==> src/rtl/buddy_block_allocator_macros.svh <==
`ifndef BUDDY_BLOCK_ALLOCATOR_MACROS_SVH
`define BUDDY_BLOCK_ALLOCATOR_MACROS_SVH

// Implication checked in the cycle after the antecedent, sampled on clk and idle during reset.
`define BBA_ASSERT_NEXT(lbl, ante, cons, msg) \
  lbl: assert property (@(posedge clk) disable iff (rst) (ante) |=> (cons)) else $error(msg);

// Invariant checked at every clock edge outside reset.
`define BBA_ASSERT_ALWAYS(lbl, cond, msg) \
  lbl: assert property (@(posedge clk) disable iff (rst) (cond)) else $error(msg);

`endif

==> src/rtl/bba_pkg.sv <==
`timescale 1ns / 1ps
`default_nettype none
package bba_pkg;

  // Area geometry: largest managed area and smallest block, both log2 bytes.
  localparam int MAX_LOG_AREA  = 16;
  localparam int MIN_LOG_BLOCK = 6;

  // Free-map memory word geometry.
  localparam int FM_W  = 64;
  localparam int FM_WB = 6;

  localparam logic [1:0] MODE_ALLOC = 2'd0;
  localparam logic [1:0] MODE_FREE  = 2'd1;
  localparam logic [1:0] MODE_QUERY = 2'd2;

  localparam logic [2:0] ST_OK         = 3'd0;
  localparam logic [2:0] ST_BAD_SIZE   = 3'd1;
  localparam logic [2:0] ST_NO_MEM     = 3'd2;
  localparam logic [2:0] ST_BAD_OFFSET = 3'd3;
  localparam logic [2:0] ST_NOT_ALLOC  = 3'd4;

  typedef struct packed {
    logic             hit;
    logic [FM_WB-1:0] idx;
  } lowbit_t;

endpackage
`default_nettype wire

==> src/rtl/bba_lowbit.sv <==
`timescale 1ns / 1ps
`default_nettype none
module bba_lowbit
  import bba_pkg::*;
(
  input  logic [FM_W-1:0] vec,
  output lowbit_t         res
);

  // Lowest set bit wins, which is the lowest offset within a tree level.
  always_comb begin
    res = '0;
    for (int i = FM_W - 1; i >= 0; i--) begin
      if (vec[i]) begin
        res.hit = 1'b1;
        res.idx = FM_WB'(i);
      end
    end
  end

endmodule
`default_nettype wire

==> config.mk <==
export PLATFORM = sky130hd
export DESIGN_NAME = bba_lowbit
export DESIGN_NICKNAME = d
export VERILOG_FILES = /design/src/rtl/buddy_block_allocator_macros.svh /design/src/rtl/bba_pkg.sv /design/src/rtl/bba_lowbit.sv
export SDC_FILE = /design/constraint.sdc
export NUM_CORES = 1
export LEC_CHECK = 0
export BUFFER_PORTS_ARGS = -buffer_cell sky130_fd_sc_hd__buf_2
export CAP_MARGIN = 25
export CELL_PAD_IN_SITES_DETAIL_PLACEMENT = 1
export CELL_PAD_IN_SITES_GLOBAL_PLACEMENT = 1
export CORE_MARGIN = 2
export CORE_UTILIZATION = 24
export DETAILED_ROUTE_END_ITERATION = 12
export PLACE_DENSITY = 0.81
export SYNTH_ARGS = -nofsm -noshare
export SYNTH_HDL_FRONTEND = slang
export SYNTH_SLANG_ARGS = --single-unit
==> constraint.sdc <==
create_clock -name vclk -period 1.8
set_input_delay 0.18 -clock vclk [all_inputs]
set_output_delay 0.18 -clock vclk [all_outputs]
set_load 0.005 [all_outputs]
# == Word-level counts from Yosys, hierarchy flattened ==
# Cells that the tools add are included.
# totals
register_bits,0
output_inout_bits,7
wordCells,64
# op_classes
mux,64
# ops
cell,n
7-bit two-way mux,64

# == Logic depth before layout (Yosys ltp) ==
# Gate-level depths: netlist of run 1.
# depth
ltp_word,64
depth_mapped,5
mapped_depth_nobuf,5

# == Least setup slack after synthesis of run 1 ==
# Ideal clock, no wire load.
# synth_timing
path_type,in2out
start,input vec[47]
end,output res[1] (netlist bit)
arrival_time_ns,1.428
required_ns,1.620
setup_slack_ns,0.192
path_stages,5
cell_sequence,or4_4 or3_1 a31oi_1 o21ai_1 a22o_1
# synth_lines
item,line,source
from (decl),bba_lowbit.sv:6,"input logic [FM_W-1:0] vec,"
to (decl),bba_lowbit.sv:7,output lowbit_t res

==> impl_metrics.py, run 1 <==
metrics = {
    "detailed_routing": {
        "wire_per_inst_um": 14.4,
        "drtIter0Drc": 59,
        "avgViaCountPerCell": 5.41,
        "drtPass1Iterations": 4,
        "drc": 0,
        "finalWirelength_mm": 4.06,
        "via_count": 1519,
        "drtAntennaViolNets": 0,
    },
    "setup_path": {
        "required_ns": 1.62,
        "setup.worst_path.class": "primary input to output pin",
        "cp.arrival_ns": 1.73,
        "cp-start-kind": "primary input",
        "end_kind": "output pin",
        "crit_start": "vec[47]",
        "critPathMaxFanout": 3,
    },
    "global_routing": {
        "grt_pass1_vias": 1568,
        "antenna_found_initial": 0,
        "grt_max_degree": 7,
        "grt_first_pass_wirelength_mm": 6.64,
        "grt-ovfl-total": 0,
        "grt.total_usage": 0.196,
    },
    "clocking": {
        "hold_buffers": 0,
    },
    "timing": {
        "worst_pin_slew_ns": 0.453,
        "slew_headroom": 0.695,
        "hold_viol": 0,
        "period_minus_slack_ns": 1.91,
        "timing.hold.ws_ns": 0.761,
        "slew_violations": 0,
        "fin_ws_ns": -0.106,
        "grt_setup_unrepaired": "true",
        "fin_crit_sh": 1.06,
        "fmax_ghz": 0.525,
        "setup_viol": 1,
    },
    "cells_and_area": {
        "design_area_sq_um": 1430,
        "fillCellCount": 499,
        "final_cell_mix": "buf_2, nor2_1, buf_4",
        "syn2layout_area_growth_pct": 71.2,
        "design.seq.count": 0,
        "layout-drive-gt1-share": 0.409,
        "clockBufferCount": 0,
        "fin_util": 0.427,
        "ff_latch_area_sq_um": 0,
        "multi_input_area_sq_um": 868,
        "num-nets-final": 301,
        "antenna_cells": 0,
        "final_common_cell": "buf_2",
    },
    "synthesis": {
        "synth_top_family_by_area": "simple AND/OR/NAND/NOR gates",
        "synth_compound_area_frac": 0.389,
        "synth_fa_ha_area_frac": 0,
        "ys_seq_area_frac": 0,
        "yosys.cell_types.count": 28,
        "netlist_area_sq_um": 833,
        "synth_nets": 214,
        "synth_xor_area_frac": 0,
        "synthCells": 150,
        "yosys.area_share.simple": 0.571,
        "synth_area_per_cell_sq_um": 5.56,
        "yosys_warnings": 0,
        "synthMuxAreaShare": 0,
    },
    "power_and_ir_drop": {
        "power_leakage_nw": 0.605,
        "p_per_area_nw_per_um2": 170,
        "ir_drop_v": 0.0000581,
    },
    "status": {
        "failed_checks": "setup timing",
        "status": "complete, but fails checks",
    },
    "run": {
        "cap_violations": 0,
    },
    "worst_hold_path": {
        "hold_path_class": "primary input to output pin",
        "holdCritStartpoint": "vec[3]",
    },
    "die": {
        "io_pins": 71,
        "die_width_um": 62.9,
        "coreArea_sq_um": 3340,
        "rows": 21,
        "initial_core_util": 0.250,
        "die_area_sq_um": 3960,
        "die_h_um": 62.9,
    },
    "placed_design": {
        "post-dp-hpwl_mm": 3.39,
        "numPortBuffers": 71,
        "place_area_sq_um": 1340,
        "post-place-ws_ns": -0.155,
        "place_congestion": 0.843,
    },
}
==> path summary, 6_finish.rpt <==
| path | end | slack (ns) | cells past startpoint |
|---|---|---|---|
| worst min-delay path | res[3] | 0.76 | 5 |
| worst max-delay path | res[1] | -0.11 | 7 |
==> metrics by stage <==
step / std cells / setup TNS, ns / power [mW]
finish: 281 / -0.106 / 0.243
global route: 281 / -0.324 / 0.269
CTS: 281 / -0.0951 / 0.234
detailed placement: 280 / -0.378 / 0.225
global placement: 280 / -0.229 / 0.219
floorplan: 150 / 0 / 0.0698
==> power breakdown <==
group          total [mW]  switching [mW]  internal (mW)
registers               0               0              0
logic               0.243           0.130          0.113
clock network           0               0              0
==> synthesized netlist by cell type, types with 3 or more instances <==
cell / count / area, sq um
nor2_1: 31 / 116
nor3_1: 14 / 70.1
nor4_1: 14 / 87.6
a21oi_1: 13 / 65.1
inv_1: 9 / 33.8
or4_1: 8 / 60.1
nand2_1: 7 / 26.3
o21ai_0: 7 / 35.0
nand3_1: 5 / 25.0
o31ai_1: 5 / 37.5
a31oi_1: 4 / 25.0
nor2b_1: 4 / 25.0
o2111ai_1: 4 / 35.0
o21a_1: 4 / 30.0
nand2b_1: 3 / 18.8
o21bai_1: 3 / 22.5
==> metal layers <==
metal / GRT usage / share of wire
met5: 0 / 0
met4: 0.0139 / 0
met3: 0.0216 / 0.054
met2: 0.398 / 0.52
met1: 0.223 / 0.42
==> critical path, stage by stage <==
cell	delay, ns
buf_6	0.09
or4_4	0.55
or3_1	0.32
a31oi_1	0.15
o21ai_1	0.09
a22o_1	0.21
buf_2	0.13
==> layout make-up <==
| type | count | share of cell area |
|---|---|---|
| inverter | 9 | 0.0237 |
| timing repair buffer | 85 | 0.327 |
| multi-input combinational | 141 | 0.609 |
| tap | 46 | 0.0404 |
==> logic make-up (layout without fill, tap and decap cells) <==
family / count (synthesis) / count (layout)
simple gates: 92 / 92
buf+inv: 9 / 94
compound gates: 49 / 49
==> repair_timing <==
action | in CTS | in global routing
pin swaps | 1 | 5
resized for setup | 7 | 9
buffers inserted | 1 | 0
setup endpoints to repair | 6 | 7
Note: power is estimated with default switching activity, not from simulation.
==> run 2, diff against run 1 <==
--- a/config.mk
+++ b/config.mk
@@ -13,6 +13,8 @@
 export CORE_UTILIZATION = 24
 export DETAILED_ROUTE_END_ITERATION = 12
 export PLACE_DENSITY = 0.81
+export SKIP_LAST_GASP = 1
+export SLEW_MARGIN = 25
 export SYNTH_ARGS = -nofsm -noshare
 export SYNTH_HDL_FRONTEND = slang
 export SYNTH_SLANG_ARGS = --single-unit
==> impl_metrics.py, run 2 (synthesis results as in run 1) <==
metrics = {
    "status": {
        "status": "complete, but fails checks",
        "failed_checks": "setup timing",
    },
    "die": {
        "rows": 21,
        "io_pins": 71,
        "initial_core_util": 0.250,
        "die_area_sq_um": 3960,
        "die_h_um": 62.9,
        "coreArea_sq_um": 3340,
        "die_width_um": 62.9,
    },
    "run": {
        "cap_violations": 0,
    },
    "placed_design": {
        "numPortBuffers": 71,
        "dp.cells": 280,
        "place_congestion": 0.843,
        "post-place-ws_ns": -0.155,
        "post-dp-hpwl_mm": 3.39,
    },
    "detailed_routing": {
        "wire_per_inst_um": 14.1,
        "drtAntennaViolNets": 0,
        "finalWirelength_mm": 3.97,
        "drtPass1Iterations": 4,
        "avgViaCountPerCell": 5.43,
        "via_count": 1526,
        "drtIter0Drc": 59,
        "drc": 0,
    },
    "worst_hold_path": {
        "hold_path_class": "primary input to output pin",
    },
    "setup_path": {
        "cp-start-kind": "primary input",
        "crit_chain": "buf_6, or4_4, or3_1, a31oi_1, o21ai_1, a22o_1, buf_2",
        "end_kind": "output pin",
        "slowest_delay_ns": 0.55,
        "required_ns": 1.62,
        "cp.arrival_ns": 1.72,
        "setup.worst_path.class": "primary input to output pin",
        "crit_path_top_delay_cell": "or4_4",
        "critPathMaxFanout": 3,
    },
    "cells_and_area": {
        "final_common_cell": "buf_2",
        "stdcell_count": 281,
        "antenna_cells": 0,
        "ff_latch_area_sq_um": 0,
        "syn2layout_area_growth_pct": 69.5,
        "layout-drive-gt1-share": 0.404,
        "num-nets-final": 301,
        "final_cell_mix": "buf_2, nor2_1, buf_4",
        "design.seq.count": 0,
        "fillCellCount": 501,
        "multi_input_area_sq_um": 855,
        "clockBufferCount": 0,
    },
    "power_and_ir_drop": {
        "power_leakage_nw": 0.600,
        "ir_drop_v": 0.0000581,
        "p_per_area_nw_per_um2": 170,
        "total_power_mw": 0.240,
    },
    "global_routing": {
        "antenna_found_initial": 0,
        "grt_first_pass_wirelength_mm": 6.51,
        "grt-ovfl-total": 0,
        "grt.total_usage": 0.192,
        "grt_max_degree": 7,
        "grt_pass1_vias": 1538,
    },
    "timing": {
        "fin_ws_ns": -0.104,
        "grt_setup_unrepaired": "true",
        "worst_pin_slew_ns": 0.453,
        "setup_tns_ns": -0.143,
        "timing.hold.ws_ns": 0.761,
        "setup_viol": 2,
        "slew_headroom": 0.695,
        "fin_crit_sh": 1.06,
        "period_minus_slack_ns": 1.90,
        "hold_viol": 0,
        "fmax_ghz": 0.525,
        "slew_violations": 0,
    },
}
-- run 2: cell counts in the layout (fill, tap and decap cells not counted) --
Identical to the previous run, type by type.
-- run 2: path summary, 6_finish.rpt --
kind	start	to	slack, ns	cells after the start
max	vec[47]	res[1]	-0.10	7
min	vec[3]	res[3]	0.76	5
-- run 2: critical path: cells and delay by family --
family | cells | cell delay [ns]
buffers and inverters | 2 | 0.22
AO/OA/AOI/OAI | 3 | 0.45
AND/OR/NAND/NOR | 2 | 0.87
-- run 2: routing by layer --
| layer | share of wire | GRT usage | vias up | routed length (um) |
|---|---|---|---|---|
| met2 | 0.52 | 0.390 | 44 | 2070 |
| met5 | 0 | 0 | - | 0 |
| met1 | 0.42 | 0.220 | 717 | 1680 |
| li1 | - | - | 765 | - |
| met4 | 0 | 0.0111 | 0 | 0 |
| met3 | 0.054 | 0.0216 | 0 | 216 |
-- run 2: timing repair --
action,in CTS,in global routing
resized for setup,6,7
endpoints found under the setup margin,6,7
buffers inserted,1,0
hold buffers,0,0
endpoints found under the hold margin,0,0
pin swaps,1,5
-- run 2: power by group --
| group | internal (mW) | switching, mW |
|---|---|---|
| logic | 0.113 | 0.127 |
| registers | 0 | 0 |
| clock network | 0 | 0 |
-- run 2: cell type report --
type | instances | area share
Timing Repair Buffer | 85 | 0.330
Multi-Input combinational cell | 141 | 0.605
Inverter | 9 | 0.0239
Tap cell | 46 | 0.0407
-- run 2: through the flow --
| step | utilization | cell area, sq um |
|---|---|---|
| after global placement | 0.403 | 1340 |
| after floorplan | - | 833 |
| after CTS | 0.414 | 1380 |
| final | 0.423 | 1410 |
| after global routing | 0.423 | 1410 |
| after detailed placement | 0.403 | 1340 |
==> run 3, diff against run 2 <==
--- a/config.mk
+++ b/config.mk
@@ -12,6 +12,7 @@
 export CORE_MARGIN = 2
 export CORE_UTILIZATION = 24
 export DETAILED_ROUTE_END_ITERATION = 12
+export MAX_ROUTING_LAYER = met4
 export PLACE_DENSITY = 0.81
 export SKIP_LAST_GASP = 1
 export SLEW_MARGIN = 25
==> impl_metrics.py, run 3 (synthesis results as in run 1) <==
metrics = {
    "run": {
        "cap_violations": 0,
    },
    "timing": {
        "fin_ws_ns": -0.106,
        "grt_setup_unrepaired": "true",
        "period_minus_slack_ns": 1.91,
        "setup_viol": 2,
        "worst_pin_slew_ns": 0.453,
        "hold_viol": 0,
        "timing.hold.ws_ns": 0.762,
        "slew_violations": 0,
        "slew_headroom": 0.695,
        "fin_crit_sh": 1.06,
        "fmax_ghz": 0.525,
        "setup_tns_ns": -0.145,
    },
    "setup_path": {
        "setup.worst_path.class": "primary input to output pin",
        "slowest_delay_ns": 0.55,
        "cp.arrival_ns": 1.73,
        "end_kind": "output pin",
        "required_ns": 1.62,
        "critPathMaxFanout": 3,
        "crit_path_top_delay_cell": "or4_4",
        "path_buf_inv": 2,
        "crit_chain": "buf_6, or4_4, or3_1, a31oi_1, o21ai_1, a22o_1, buf_2",
        "path_delay_family": "simple AND/OR/NAND/NOR gates",
        "cp-start-kind": "primary input",
    },
    "power_and_ir_drop": {
        "ir_drop_v": 0.0000583,
        "intPower_mw": 0.113,
        "p_sw_frac": 0.530,
        "p_clk_frac": 0,
        "comb_power_share": 1.000,
        "power_leakage_nw": 0.600,
        "p_seq_frac": 0,
        "power.switching_mw": 0.128,
        "p_per_area_nw_per_um2": 170,
    },
    "cells_and_area": {
        "layout-drive-gt1-share": 0.404,
        "multi_input_area_sq_um": 855,
        "ff_latch_area_sq_um": 0,
        "final_cell_mix": "buf_2, nor2_1, buf_4",
        "num-nets-final": 301,
        "syn2layout_area_growth_pct": 69.5,
        "final_common_cell": "buf_2",
        "antenna_cells": 0,
        "clockBufferCount": 0,
        "design.seq.count": 0,
        "fin_util": 0.423,
        "fillCellCount": 501,
    },
    "global_routing": {
        "met1_usage": 0.221,
        "grt_pass1_vias": 1541,
        "grt_util_met2": 0.390,
        "grt.total_usage": 0.197,
        "grt-ovfl-total": 0,
        "grt_max_degree": 7,
        "grt.busiest_layer": "met2",
        "antenna_found_initial": 0,
        "met3_usage": 0.0180,
        "grt_first_pass_wirelength_mm": 6.49,
    },
    "die": {
        "die_area_sq_um": 3960,
        "die_width_um": 62.9,
        "io_pins": 71,
        "initial_core_util": 0.250,
        "die_h_um": 62.9,
        "rows": 21,
        "coreArea_sq_um": 3340,
    },
    "status": {
        "failed_checks": "setup timing",
        "status": "complete, but fails checks",
    },
    "detailed_routing": {
        "drtPass1Iterations": 4,
        "drtAntennaViolNets": 0,
        "drc": 0,
        "via_count": 1526,
        "drtIter0Drc": 59,
        "wire_per_inst_um": 14.1,
        "avgViaCountPerCell": 5.43,
        "finalWirelength_mm": 3.97,
    },
    "placed_design": {
        "place_congestion": 0.856,
        "post-dp-hpwl_mm": 3.39,
        "post-place-ws_ns": -0.155,
        "numPortBuffers": 71,
    },
    "clocking": {
        "hold_buffers": 0,
    },
    "worst_hold_path": {
        "hold_path_class": "primary input to output pin",
    },
}
## run 3: power groups by stage
stage	Sequential, mW	Clock (mW)	Combinational [mW]
after floorplan	0	0	0.0698
after global placement	0	0	0.219
after detailed placement	0	0	0.225
after CTS	0	0	0.233
after global routing	0	0	0.266
final	0	0	0.240
## run 3: layer usage
metal / part of all wire / up-vias
met4: 0 / 0
met3: 0.051 / 0
met5: 0 / -
met1: 0.43 / 717
li1: - / 765
met2: 0.52 / 44
## run 3: cell type report
class,instances,area share
tap,46,0.0407
timing repair buffer,85,0.330
inverter,9,0.0239
multi-input combinational,141,0.605
## run 3: worst paths after layout
kind	end	from	depth (start not counted)
worst min-delay path	res[3]	vec[3]	5
worst max-delay path	res[1]	vec[47]	7
## run 3: repair_timing
| item | CTS | global route |
|---|---|---|
| endpoints found under the setup margin | 6 | 7 |
| resized for setup | 6 | 7 |
| pin swaps | 1 | 5 |
| setup buffers | 1 | 0 |
## run 3: stage by stage
| stage | power [mW] | area (sq um) | std cells |
|---|---|---|---|
| after floorplan | 0.0698 | 833 | 150 |
| after global placement | 0.219 | 1340 | 280 |
| after global routing | 0.266 | 1410 | 281 |
| after detailed placement | 0.225 | 1340 | 280 |
| after CTS | 0.233 | 1380 | 281 |
| final | 0.240 | 1410 | 281 |
